--- config.mk ---
export PLATFORM = sky130hd
export DESIGN_NAME = xtea_cell
export DESIGN_NICKNAME = d
export VERILOG_FILES = /design/src/design/xtea_pkg.sv /design/src/design/xtea_cell.sv
export SDC_FILE = /design/constraint.sdc
export NUM_CORES = 1
export LEC_CHECK = 0
export BUFFER_PORTS_ARGS = -buffer_cell sky130_fd_sc_hd__clkbuf_2
export CAP_MARGIN = 10
export CORE_UTILIZATION = 52
export CTS_CLUSTER_DIAMETER = 50
export DETAILED_ROUTE_END_ITERATION = 10
export PLACE_DENSITY = 0.93
export SLEW_MARGIN = 20
export SYNTH_ARGS = -nofsm -noshare
export SYNTH_HDL_FRONTEND = slang
export SYNTH_SLANG_ARGS = --single-unit
export TNS_END_PERCENT = 30
--- constraint.sdc ---
create_clock -name clk -period 15 [get_ports clk]
set_clock_uncertainty 0.15 [all_clocks]
set_input_delay 3.75 -clock clk [delete_from_list [all_inputs] [get_ports clk]]
set_output_delay 3.75 -clock clk [all_outputs]
set_load 0.005 [all_outputs]
--- src/design/xtea_pkg.sv ---
// ----------------------------------------------------------------------------
// xtea_pkg
// Shared types, constants and the round mixing function for the XTEA
// block decryption core.
// ----------------------------------------------------------------------------
package xtea_pkg;

  localparam int unsigned WORD_W      = 32;
  localparam int unsigned KEY_COUNT   = 4;
  localparam int unsigned KEY_SEL_W   = 2;
  localparam int unsigned KEY_INDEX_W = 3;

  localparam logic [WORD_W-1:0] XTEA_DELTA = 32'h9E37_79B9;

  typedef logic [WORD_W-1:0] word_t;
  typedef logic [KEY_SEL_W-1:0] key_sel_t;
  typedef logic [KEY_INDEX_W-1:0] key_index_t;
  typedef word_t [KEY_COUNT-1:0] key_words_t;

  localparam key_words_t KEY_RESET = {
    32'h1357_9BDF,  // key word 3
    32'h2468_ACE0,  // key word 2
    32'h9ABC_DEF0,  // key word 1
    32'h1234_5678   // key word 0
  };

  // ((x << 4) ^ (x >> 5)) + x, modulo 2^32
  function automatic word_t mix_word(input word_t x);
    word_t shuffled;
    begin
      shuffled = (x << 4) ^ (x >> 5);
      mix_word = shuffled + x;
    end
  endfunction

endpackage

--- src/design/xtea_cell.sv ---
// ----------------------------------------------------------------------------
// xtea_cell
// One Feistel half-round: subtracts the keyed mix of one word from the
// other and registers both words for the next cell in the row.
// ----------------------------------------------------------------------------
module xtea_cell #(
  parameter logic [31:0] SUM_VAL     = 32'h0,
  parameter logic [1:0]  KEY_SEL     = 2'd0,
  parameter bit          UPDATE_HIGH = 1'b1
) (
  input  logic                 clk,
  input  logic                 rst,
  input  logic                 enable,
  input  xtea_pkg::key_words_t key_words,
  input  logic                 in_valid,
  input  xtea_pkg::word_t      in_low,
  input  xtea_pkg::word_t      in_high,
  output logic                 out_valid,
  output xtea_pkg::word_t      out_low,
  output xtea_pkg::word_t      out_high
);
  import xtea_pkg::*;

  word_t source_word;
  word_t target_word;
  word_t round_key;
  word_t updated_word;
  logic  valid;
  word_t low_word;
  word_t high_word;

  always_comb begin
    source_word  = UPDATE_HIGH ? in_low : in_high;
    target_word  = UPDATE_HIGH ? in_high : in_low;
    round_key    = SUM_VAL + key_words[KEY_SEL];
    updated_word = target_word - (mix_word(source_word) ^ round_key);
  end

  always_ff @(posedge clk) begin
    if (rst) begin
      valid <= 1'b0;
    end else if (enable) begin
      valid <= in_valid;
    end
  end

  always_ff @(posedge clk) begin
    if (enable) begin
      low_word  <= UPDATE_HIGH ? in_low : updated_word;
      high_word <= UPDATE_HIGH ? updated_word : in_high;
    end
  end

  assign out_valid = valid;
  assign out_low   = low_word;
  assign out_high  = high_word;

  a_cell_hold: assert property (@(posedge clk) disable iff (rst)
    !enable |=> ($stable(valid) && $stable(low_word) && $stable(high_word)))
    else $error("cell changed while the row was held");

  a_cell_shift: assert property (@(posedge clk) disable iff (rst)
    enable |=> (valid == $past(in_valid)))
    else $error("cell valid did not follow its neighbor");

endmodule

### After elaboration in Yosys (flattened, before gate mapping)

Cells that the tools add are included.

* memory bits (read-only): 0
* register bits: 65
* output and inout port bits: 65
* memories: 0
* bits in latches: 0
* logic and storage cells: 7
* bits in writable memories: 0

* add/subtract/negate cells: 2
* equality and inequality tests: 0
* multiply operators: 0
* reductions and logical operators: 0
* $lt $le $gt $ge: 0
* shift operators: 0
* divide/modulo/power cells: 0
* bitwise operators: 2
* muxes and demuxes: 0

Operators by type and width (number)
* $add 32x32->32: 1
* $sub 32x32->32: 1
* $xor 32x27->32: 1
* $xor 32x32->32: 1

### Depth between registers and ports, before layout

* depth after elaboration: 4
* depth in mapped cells: 21
* gate-level depth less buffers: 20

### Least setup slack after synthesis

Ideal clock, no wire load.

* path type: input to register
* from: input in_low[11]
* to: register high_word[28] (netlist: out_high[28]), data pin
* library setup time: 262 ps
* data arrival time: 7532 ps
* setup slack: 7056 ps
* buffers on the path: 0
* data required time: 14588 ps
* stages on the path: 19
* cells stage by stage: xor2_1 > ha_1 > a21oi_1 > o211ai_1 > a221oi_2 > a31oi_1 > a221o_1 > a21o_1 > a21oi_1 > xnor2_1 > ha_1 > nand4_1 > nor2_1 > a22o_1 > o41ai_2 > a21boi_2 > o31ai_4 > mux2i_1 > nand3_1

* cells in the longest elaborated chain, start to end: 4

RTL lines
* start, declared: RTL line xtea_cell.sv:16 `input xtea_pkg::word_t in_low,`
* $xor 32x27->32: RTL line xtea_pkg.sv:31 `shuffled = (x << 4) ^ (x >> 5);`
* $add 32x32->32 *: RTL line xtea_pkg.sv:32 `mix_word = shuffled + x;`
* $xor 32x32->32 *: RTL line xtea_cell.sv:36 `updated_word = target_word - (mix_word(source_word) ^ round_key);`
* $sub 32x32->32 *: RTL line xtea_cell.sv:36
* named net updated_word[28]: RTL line xtea_cell.sv:27 `word_t updated_word;`
* end signal, assigned: RTL line xtea_cell.sv:50 `high_word <= UPDATE_HIGH ? updated_word : in_high;`
* end, declared: RTL line xtea_cell.sv:30 `word_t high_word;`

Mark *: on every way through the listed nets, which the timed path passes. The rest lies on a longest branch.
A chain may end at the register's enable or synchronous reset.

### Worst setup path in the final report

Same ends and word-level chain as after synthesis.

==> key figures <==
Run status
  – Status: complete, no violations

Worst setup path
  – Critical Path RT: 14930 ps
  – Reg2reg setup slack: 14270 ps
  – CP Class: input port to flip-flop
  – CP Launch Type: input port
  – Max FO, Critical Path: 7
  – Crit path DAT: 8400 ps
  – Cell family with most CP delay: compound AO/OA/AOI/OAI gates
  – Slowest CP cell: o41ai_2
  – Delay of the slowest critical-path stage: 420 ps
  – Buf/Inv on CP: 1
  – Critical path, cell by cell: clkbuf_2, xor2_1, ha_1, a21oi_1, o211ai_1, a221oi_2, a31oi_1, a221o_1, a21o_1, a21oi_1, xnor2_1, ha_1, nand4_1, nor2_1, a22o_1, o41ai_2, a21boi_2, o31ai_4, mux2i_1, nand3_1
  – Setup crit end kind: flip-flop

Run
  – Max-Cap Viols: 0

Logic synthesis
  – Cell type with the largest total area after synthesis: edfxtp_1
  – Synth Instances: 557
  – Largest family of logic cells by synthesized area: compound AO/OA/AOI/OAI gates
  – Dominant synthesized flop cell: edfxtp_1
  – Synth Area per Inst: 10.1 um2
  – XOR/XNOR Fraction of Synth Area: 17.2%
  – Post-synthesis mux area share: 0.354%
  – Synth Area in Compound Gates: 20.8%
  – Yosys cell types: 63
  – Post-synth EDFFs: 64
  – Synthesized flop and latch total: 65
  – Synth Area in Adders: 15.3%
  – Synth warnings: 0
  – Simple-gate share of the synthesized area: 9.70%
  – Register area share after synthesis: 34.4%
  – Top post-synthesis cells by area: edfxtp_1 (34%), ha_1 (15%), xnor2_1 (10%)
  – Ys async rst share: 0%
  – Mapped cell area: 5650 um2
  – Share of the synthesized area in the top cell type: 34.0%
  – Net count after synthesis: 821

GRT
  – Antenna violations before repair: 0
  – Vias in the first global route: 4928
  – First-pass GRT wire length: 23400 um
  – Total track usage: 26.9%
  – Grt total ovfl: 0
  – Largest net degree at the start of global routing: 66

Finish
  – Final cell count without fillers: 865
  – Ratio of cells with drive above 1 in the final layout: 26.2%
  – Layout fillers: 864
  – Nets: 989
  – Design area: 6790 um2
  – Commonest non-fill, non-tap cell in the layout: clkbuf_2
  – Most frequent cells in the layout: clkbuf_2 (164), ha_1 (66), xnor2_1 (65), edfxtp_1 (64), xor2_1 (46)
  – Reg area: 1940 um2
  – Area grow syn2layout: 20.2%
  – Area of the multi-input gates: 3580 um2
  – Final Util: 65.2%
  – Diodes inserted: 0

Clock tree
  – Post-CTS sizing: 0
  – Setup repair bufs after CTS: 0
  – Clk Latency, worst-skew pair: 340 ps
  – Clk slew on worst S/H paths: 70 ps
  – CTS HTree Levels: 3
  – Root Buffer: clkbuf_8
  – Max Buffers Root-to-Sink: 2
  – CTS tree: done
  – Hold_buf cts: 0
  – CTS buffer count: 9
  – Clock sink total: 65

STA
  – Final TNS setup: 0 ps
  – Slew headroom: 45.2%
  – Highest Clock Rate: 118 MHz
  – Final worst path period need: 8460 ps
  – Final hold violation count: 0
  – Max Slew Vio Count: 0
  – Setup violators final: 0
  – Hold_ws: 346 ps
  – RSZ-0062 raised after global routing: false
  – Tcrit/Tclk final: 56.4%
  – Least-Margin Pin Slew: 822 ps

Power and ir drop
  – Pleak: 3.11 nW
  – Pwr dens: 136 nW/um2
  – Worst IR drop on VDD: 0.0762 mV

Floorplan
  – Chip Width: 106 um
  – Ports: 261
  – Core area: 10400 um2
  – Chip Height: 106 um
  – Initial Utilization: 54.2%
  – Die ar.: 11300 um2
  – Rows: 37

Route
  – Vias/cell: 5.73
  – Initial DRC count: 257
  – WL final: 14500 um
  – Routed vias: 4960
  – Residual DRC: 0
  – Number of routed nets with antenna violations: 0
  – Drt first pass iters: 5
  – Per-cell routed wire length: 16.8 um

Placed design
  – Dpl cell area: 6620 um2
  – Placed Instances: 850
  – Port Buffers: 164
  – GPL Wtd Cong: 0.877
  – Post-DP HPWL: 11900 um

Min path
  – Class of the worst hold path: flip-flop to flip-flop
==> per-layer routing <==
metal  global-route usage (%)  routed length, um  up-vias
met1                     34.9               6460     2273
met2                     43.8               6650      220
met5                        0                  0        -
met3                     5.64               1010       31
li1                         -                  -     2436
met4                     10.8                431        0
==> worst register-to-register path, cell delays in order, from the launching register on <==
cell and delay (ps):
dfxtp_1 310, mux2i_1 120, nor2_1 50
==> synthesized netlist by cell type, drive strengths merged (2+ instances only) <==
cell type  number
edfxtp         64
o21ai          27
nor3           10
and4            3
clkbuf          7
a211oi          5
a31oi          12
o211ai          4
o311a           2
xor2           46
a22o            3
a21oi          44
nand4           8
a21o           24
a31o            2
o21bai         11
nand3           9
o31a            3
and3            8
o21a            3
mux2i           2
a211o           2
ha             66
fa              2
o31ai           2
a221oi          4
nor4            2
nand2b          5
inv            25
xnor2          65
and2            2
a311oi          2
o22ai           2
nor2           22
nor2b           6
nand2          30
a21boi          6
a2111o          2
==> power breakdown <==
part | internal [mW] | switching [mW] | leakage (nW) | total (mW)
Combinational | 0.226 | 0.276 | 2.39 | 0.503
Sequential | 0.271 | 0.0116 | 0.635 | 0.283
Clock | 0.0742 | 0.0657 | 0.0910 | 0.140
==> final timing paths <==
check,startpoint,to,cells after the start
setup / recovery,in_low[11],out_high[28],20
setup reg to reg,out_valid,out_valid,2
hold / removal,out_valid,out_valid,2
hold reg to reg,out_valid,out_valid,2
==> flip-flops by register name, indices dropped and copies added, names as in the netlist <==
name / count
out_low: 32
out_high: 32
out_valid: 1
==> cell type report <==
class	instances	area share, %
clock buffers	10	1.88
inverters	25	1.38
multi-input cells	459	52.7
clock inverters	5	0.700
flip-flops and latches	65	28.6
repair buffers	165	12.2
well taps	136	2.51
==> per-stage QoR <==
step,power [mW],setup slack [ps]
5_1_grt,0.994,6190
6_report,0.926,6540
2_1_floorplan,0.636,7060
3_5_place_dp,0.783,6280
4_1_cts,0.923,6640
3_3_place_gp,0.766,6400
==> cells by family after synthesis <==
kind of cell	Yosys count
DFF	65
xor gates and xnor gates	111
buffers and inverters	33
AOI/OAI and AO/OA	168
muxes	2
and+or+nand+nor	110
adders and majority gates	68
No activity file was read; power rests on OpenSTA's default activity.
