## config.mk

```make
export PLATFORM = sky130hd
export DESIGN_NAME = xtea_key_regs
export DESIGN_NICKNAME = d
export VERILOG_FILES = /design/src/design/xtea_pkg.sv /design/src/design/xtea_key_regs.sv
export SDC_FILE = /design/constraint.sdc
export NUM_CORES = 1
export LEC_CHECK = 0
export ABC_AREA = 1
export BUFFER_PORTS_ARGS = -buffer_cell sky130_fd_sc_hd__buf_4
export CAP_MARGIN = 20
export CORE_MARGIN = 3
export CORE_UTILIZATION = 50
export CTS_CLUSTER_DIAMETER = 40
export CTS_CLUSTER_SIZE = 40
export DETAILED_ROUTE_END_ITERATION = 12
export PLACE_DENSITY_LB_ADDON = 0.15
export SYNTH_ARGS = -nofsm -noshare
export SYNTH_HDL_FRONTEND = slang
export SYNTH_SLANG_ARGS = --single-unit
```

## constraint.sdc

```tcl
create_clock -name clk -period 3.3 [get_ports clk]
set_clock_uncertainty 0.1 [all_clocks]
set_input_delay 0.66 -clock clk [delete_from_list [all_inputs] [get_ports clk]]
set_output_delay 0.66 -clock clk [all_outputs]
set_load 0.005 [all_outputs]
```

## src/design/xtea_pkg.sv

```systemverilog
// ----------------------------------------------------------------------------
// xtea_pkg
// Shared types, constants and the round mixing function for the XTEA
// block decryption core.
// ----------------------------------------------------------------------------
package xtea_pkg;

  localparam int unsigned WORD_W      = 32;
  localparam int unsigned KEY_COUNT   = 4;
  localparam int unsigned KEY_SEL_W   = 2;
  localparam int unsigned KEY_INDEX_W = 3;

  localparam logic [WORD_W-1:0] XTEA_DELTA = 32'h9E37_79B9;

  typedef logic [WORD_W-1:0] word_t;
  typedef logic [KEY_SEL_W-1:0] key_sel_t;
  typedef logic [KEY_INDEX_W-1:0] key_index_t;
  typedef word_t [KEY_COUNT-1:0] key_words_t;

  localparam key_words_t KEY_RESET = {
    32'h1357_9BDF,  // key word 3
    32'h2468_ACE0,  // key word 2
    32'h9ABC_DEF0,  // key word 1
    32'h1234_5678   // key word 0
  };

  // ((x << 4) ^ (x >> 5)) + x, modulo 2^32
  function automatic word_t mix_word(input word_t x);
    word_t shuffled;
    begin
      shuffled = (x << 4) ^ (x >> 5);
      mix_word = shuffled + x;
    end
  endfunction

endpackage

```

## src/design/xtea_key_regs.sv

```systemverilog
// ----------------------------------------------------------------------------
// xtea_key_regs
// Four 32-bit key registers behind a plain write port; writes to an index
// past the last key word are dropped.
// ----------------------------------------------------------------------------
module xtea_key_regs (
  input  logic                clk,
  input  logic                rst,
  input  logic                write_enable,
  input  xtea_pkg::key_index_t write_index,
  input  xtea_pkg::word_t      write_data,
  output xtea_pkg::key_words_t key_words
);
  import xtea_pkg::*;

  key_words_t keys;

  always_ff @(posedge clk) begin
    if (rst) begin
      keys <= KEY_RESET;
    end else if (write_enable && (write_index < key_index_t'(KEY_COUNT))) begin
      keys[write_index[KEY_SEL_W-1:0]] <= write_data;
    end
  end

  assign key_words = keys;

  a_key_write: assert property (@(posedge clk) disable iff (rst)
    (write_enable && (write_index < key_index_t'(KEY_COUNT)))
      |=> (keys[$past(write_index[KEY_SEL_W-1:0])] == $past(write_data)))
    else $error("key register did not take written value");

  a_key_hold: assert property (@(posedge clk) disable iff (rst)
    !write_enable |=> $stable(keys))
    else $error("key registers changed without a write");

endmodule

```

; ---- Word level (Yosys, flattened, before mapping)
; Cells that the tools add are included.
[word_totals]
regBits = 128
input_bits = 38
out_inout_bits = 128
wordCells = 12
[op_classes]
magnitude_cmp = 3
mux = 3
reduce_logical = 2
[op_table]
columns = op, count
row1 = $bwmux W128, 1
row2 = $demux W32 S2, 1
row3 = $mux W32, 1
row4 = $lt A2 B3 Y1 const B, 1
row5 = $lt A3 B3 Y1 const B, 1
row6 = $ge A2 B1 Y1 const B, 1
row7 = $logic_and A1 B1 Y1, 2

; ---- Depth between registers and ports, before layout
; Gate-level depths: netlist of run 1.
[logic_depth]
word_depth = 5
mapped_depth = 7
mapped_depth_nobuf = 5

; ---- Worst setup path after synthesis of run 1
; Ideal clock, no wire load.
[synth_path]
path_kind = input-to-reg
startpoint = input rst
endpoint = register keys, in the netlist key_words[10]
arrival_ns = 1.345
required_time_ns = 3.066
setup_slack_ns = 1.721
cell_stages = 4
path_buffers = 2
cell_sequence = inv_1 clkbuf_1 clkbuf_1 nand3_1
[synth_rtl]
columns = item, line_no
row1 = "start, declared", xtea_key_regs.sv:8  ; input logic rst,
row2 = "end signal, assigned by index", xtea_key_regs.sv:22  ; keys[write_index[KEY_SEL_W-1:0]] <= write_data;
row3 = "end, declared", xtea_key_regs.sv:16  ; key_words_t keys;
; No word-level cell between the ends.

; ---- Worst setup path in the final report of run 1
[layout_path]
startpoint = register keys, in the netlist key_words[32]
endpoint = output key_words[32] (netlist bit)
[layout_rtl]
columns = item, line_no
row1 = "end, declared", xtea_key_regs.sv:12  ; output xtea_pkg::key_words_t key_words
; No word-level cell between the ends.

==> results of run 1 <==
[routing by layer]
layer | vias up | track usage | routed length, um
met5 | - | 0 | 0
met4 | 0 | 0.108 | 421
met3 | 26 | 0.0815 | 1420
met2 | 234 | 0.416 | 6810
met1 | 2268 | 0.356 | 6280
li1 | 2422 | - | -
[tightest hold or removal path, stage by stage]
cell and delay (ns):
buf_4 0.08, nand2_1 0.04, nand3_1 0.06
[synth_stat cells, drive strengths merged]
cell / number / share of area
nor2: 116 / 0.095
nand2: 187 / 0.14
inv: 37 / 0.028
dfxtp: 128 / 0.52
clkbuf: 11 / 0.0084
a21oi: 19 / 0.019
nand3: 141 / 0.14
buf: 36 / 0.041
[worst paths after layout]
check | to | slack (ns) | depth (start not counted)
worst max-delay path | key_words[32] | 1.53 | 1
worst max register to register | key_words[102] | 2.56 | 2
worst min register to register | key_words[107] | 0.36 | 2
worst min-delay path | key_words[96] | 0.27 | 3
[logic make-up after synthesis]
group           after synthesis
compound gates               19
buf+inv                      84
flops                       128
simple gates                444
[layout make-up]
type	instances	area, um^2
inverters	37	141
multi-input cells	463	1980
well taps	129	161
clock inverters	13	231
repair buffers	173	1310
clock buffers	19	442
fillers	761	2590
flip-flops and latches	128	2560
[per-stage QoR]
step	cells	total power, W	utilization	cell area (um^2)	setup WS (ns)
detailed placement	930	0.00202	0.654	6150	1.07
CTS	962	0.00411	0.725	6830	1.51
global placement	930	0.00201	0.654	6150	1.10
global route	962	0.00423	0.725	6830	1.42
finish	962	0.00410	0.725	6830	1.53
floorplan	675	0.00184	-	4920	1.72
[power by group]
group | switching (W) | leakage (nW) | internal, W
Sequential | 0.0000330 | 1.04 | 0.00160
Clock | 0.000687 | 0.325 | 0.00142
Combinational | 0.000205 | 2.00 | 0.000153
==> run_results.csv, run 1 <==
group,metric,value,unit
status,outcome,"finished clean",
synthesis,synth-simple-area-share,0.382,
timing,period_needed,1.77,ns
timing,hold_viol_final,0,
grt,grt_pass1_wl,23900,um
clock_tree,cts_root_buffer,"clkbuf_8",
synthesis,synth-compound-area-share,0.0193,
route,wl,14900,um
worst_setup_path,crit_chain,"buf_4",
placement,dp_hpwl,10500,um
worst_setup_path,max_stage_delay,0.38,ns
clock_tree,hold_buffers,0,
worst_setup_path,rr_startpoint,"key_words[102]",
timing,finalCritPeriodShare,0.536,
finish,drive_above_1_share,0.258,
die,die-width,105,um
synthesis,muxShareOfSynthArea,0,
timing,finalSetupTns,0,ns
clock_tree,cts_tree,"yes",
synthesis,netlist_area,4920,um^2
grt,track_usage,0.271,
grt,grt_start_max_net_pins,83,
grt,grt-ovfl-total,0,
min_path,hp-start,"write_data[0]",
die,die-area,11100,um^2
route,first_iter_violations,327,
placement,io_buffer_count,165,
clock_tree,insertion_delay,0.50,ns
worst_setup_path,worstPathArrival,1.01,ns
placement,gp_congestion,0.848,
worst_setup_path,cp-startpoint,"key_words[32]",
finish,layout_common_cells,"nand2_1, buf_4, nand3_1",
clock_tree,htreeDepth,4,
route,ant_nets,0,
grt,grt_pass1_vias,4708,
die,ios,166,
route,vias,4950,
power_and_ir_drop,vdd_drop_max,0.456,mV
clock_tree,clock-sinks,128,
worst_setup_path,worst-path-buf-inv,1,
synthesis,synthCells,675,
synthesis,synth_area_per_cell,7.28,um^2
die,die_h,105,um
timing,whs,0.269,ns
clock_tree,path_clk_slew,0.06,ns
worst_setup_path,cp-end-kind,"primary output",
synthesis,yosysSeqAreaShare,0.521,
clock_tree,post_cts_resized,0,
min_path,min_path_type,"in -> reg",
synthesis,syn-num-nets,713,
synthesis,synth-seq-cells,128,
job,maxCapViolCount,0,
route,route.detailed.drc,0,
synthesis,synth_top_family_by_area,"simple AND/OR/NAND/NOR gates",
finish,area_delta_synth_final,38.9,%
timing,setup_violations,0,
clock_tree,cts_max_path_buffers,2,
die,fp.coreArea,9420,um^2
finish,largest_reg_flops,128,
timing,drv_slew,0,
clock_tree,cts_setup_buffers,0,
worst_setup_path,critPathMaxFanout,2,
timing,max-slew-margin-rel,0.455,
route,wl_per_cell,15.5,um
worst_setup_path,worstSetupPathType,"reg -> out",
synthesis,synth_xor_area_frac,0,
finish,final_nets,858,
die,initial_utilization,0.522,
synthesis,yosys_warnings,0,
synthesis,synth_cell_types,15,
route,vias_per_cell,5.15,
finish,antennaDiodeCount,0,
finish,layout.cells.most_common,"nand2_1",
die,std_cell_rows,35,
synthesis,synthAdderAreaFrac,0,
timing,rsz0062_at_grt,"false",
grt,antenna_found_initial,0,
worst_setup_path,worst_setup_path_start_kind,"flip-flop",
worst_setup_path,worstPathRequired,2.54,ns
timing,worst_pin_slew,0.816,ns
worst_setup_path,crit_family,"flip-flops",
route,dr.pass1.iters,6,
power_and_ir_drop,p_leak,3.37,nW
worst_setup_path,crit_path_top_delay_cell,"dfxtp_1",
power_and_ir_drop,p_per_area,601,nW/um^2
clock_tree,cts_buffers,17,
timing,fmax,565,MHz
Note: power is estimated with default switching activity, not from simulation.
==> run 2: changes to the inputs <==
==> constraint.sdc (replaced) <==
create_clock -name clk -period 1.8 [get_ports clk]
set_clock_uncertainty 0.1 [all_clocks]
set_input_delay 0.36 -clock clk [delete_from_list [all_inputs] [get_ports clk]]
set_output_delay 0.36 -clock clk [all_outputs]
set_load 0.005 [all_outputs]
==> run 2 against run 1 <==
Cell area is 3.8% higher. Clock-buffer cell count unchanged. Sequential cell count unchanged. Sequential power rose by 84%. Critical path depth unchanged. Routed wire length up 1.9%. Setup slack worse by 1.2 ns. Non-clock buffer count rose by 41. Cell count increased by 4.2%. Total power increased by 64%. First-iteration DRC count grew 8.6%. Critical endpoint is now key_words[118]. Largest cell class unchanged.
==> run_results.csv, run 2 (synthesized netlist as in run 1, its figures left out) <==
group,metric,value,unit
status,outcome,"finished clean",
worst_setup_path,worst_setup_path_start_kind,"flip-flop",
finish,fillers,724,
route,wl,15200,um
clock_tree,cts_tree,"yes",
worst_setup_path,r2r_cells,2,
worst_setup_path,crit_path_top_delay_cell,"dfxtp_1",
placement,dp_slack,0.232,ns
power_and_ir_drop,total_power,0.00674,W
job,maxCapViolCount,0,
timing,finalSetupTns,0,ns
clock_tree,htreeDepth,4,
route,first_iter_violations,355,
min_path,worstHoldPathCells,3,
clock_tree,cts_root_buffer,"clkbuf_8",
route,vias,5055,
timing,fmax,667,MHz
worst_setup_path,worstPathArrival,1.04,ns
clock_tree,insertion_delay,0.50,ns
timing,max-slew-margin-rel,0.684,
grt,track_usage,0.274,
timing,drv_slew,0,
worst_setup_path,worst-path-buf-inv,1,
min_path,min_to,"key_words[97]",
grt,grt_pass1_vias,4801,
timing,fin_ws,0.301,ns
die,std_cell_rows,35,
route,ant_nets,0,
route,route.detailed.drc,0,
worst_setup_path,crit_family,"flip-flops",
placement,io_buffer_count,165,
worst_setup_path,cp-end-kind,"primary output",
die,die-area,11100,um^2
grt,grt-ovfl-total,0,
finish,antennaDiodeCount,0,
min_path,hp-start,"write_data[1]",
grt,antenna_found_initial,0,
worst_setup_path,rr_startpoint,"key_words[23]",
timing,rsz0062_at_grt,"false",
worst_setup_path,worstPathRequired,1.34,ns
finish,area_delta_synth_final,44.2,%
timing,period_needed,1.50,ns
die,die_h,105,um
clock_tree,cts_buffers,17,
power_and_ir_drop,vdd_drop_max,0.584,mV
finish,seq_area,2560,um^2
finish,layout_common_cells,"nand2_1, buf_4, nand3_1",
finish,multi_input_area,1980,um^2
clock_tree,path_clk_slew,0.06,ns
placement,gp_congestion,0.904,
die,initial_utilization,0.522,
route,wl_per_cell,15.2,um
die,ios,166,
grt,grt_start_max_net_pins,84,
worst_setup_path,max_stage_delay,0.39,ns
worst_setup_path,timing.reg2reg.setup_slack,1.07,ns
timing,finalCritPeriodShare,0.833,
route,dr.pass1.iters,5,
timing,hold_viol_final,0,
worst_setup_path,critPathMaxFanout,2,
clock_tree,cts_setup_buffers,0,
finish,fin_util,0.753,
power_and_ir_drop,p_per_area,951,nW/um^2
timing,worst_pin_slew,0.473,ns
worst_setup_path,crit_chain,"buf_4",
route,vias_per_cell,5.04,
grt,grt_pass1_wl,24300,um
clock_tree,clock-sinks,128,
die,die-width,105,um
worst_setup_path,worstSetupPathType,"reg -> out",
finish,layout.cells.most_common,"nand2_1",
placement,dp_hpwl,10800,um
clock_tree,cts_max_path_buffers,2,
finish,final_nets,899,
finish,drive_above_1_share,0.259,
die,fp.coreArea,9420,um^2
finish,largest_reg_flops,128,
min_path,min_path_type,"in -> reg",
worst_setup_path,regToRegEndpoint,"key_words[23]",
power_and_ir_drop,p_leak,3.47,nW
timing,setup_violations,0,
## run 2: cell count changes in the layout (fill, tap and decap cells not counted)
| cell | change |
|---|---|
| buf_12 | +2 |
| buf_4 | +10 |
| bufinv_16 | -6 |
| clkinv_4 | +1 |
| clkinvlp_4 | +5 |
| dlygate4sd3_1 | +29 |
| inv_6 | -1 |
## run 2: stage by stage
step	hold WS, ns	cell area, um^2	std cells
2_1_floorplan	0.353	4920	675
3_3_place_gp	0.341	6270	942
3_5_place_dp	0.348	6270	942
4_1_cts	0.00215	7090	1002
5_1_grt	0.0102	7090	1002
6_report	0.0208	7090	1002
## run 2: cell type report
cell class,count,area share
sequential,128,0.361
tap,129,0.0228
multi-input combinational,463,0.279
clock buffer,19,0.0623
clock inverter,12,0.0125
timing repair buffer,214,0.242
inverter,37,0.0199
## run 2: layer usage
layer  global-route usage  part of all wire  up-vias
met5                    0                 0        -
met4                0.117             0.028        0
met3               0.0797             0.079       26
met2                0.431              0.47      208
met1                0.350              0.43     2323
li1                     -                 -     2498
## run 2: what timing repair did
item	4_1_cts	5_1_grt
hold endpoints to repair	44	0
gates resized for setup	0	0
hold buffers	29	0
## run 2: where the power goes
group	switching (W)	leakage [nW]	total [W]	internal (W)
logic	0.000390	2.19	0.000729	0.000339
clock network	0.00126	0.240	0.00302	0.00175
registers	0.0000592	1.04	0.00300	0.00294
## run 2: how the worst max path moves through the flow
stage                     endpoint           start  depth (start not counted)
floorplan            key_words[10]             rst                          4
global placement     key_words[10]  write_index[2]                          5
detailed placement   key_words[13]    write_enable                          7
CTS                 key_words[118]  key_words[118]                          1
global route        key_words[118]  key_words[118]                          1
finish              key_words[118]  key_words[118]                          1
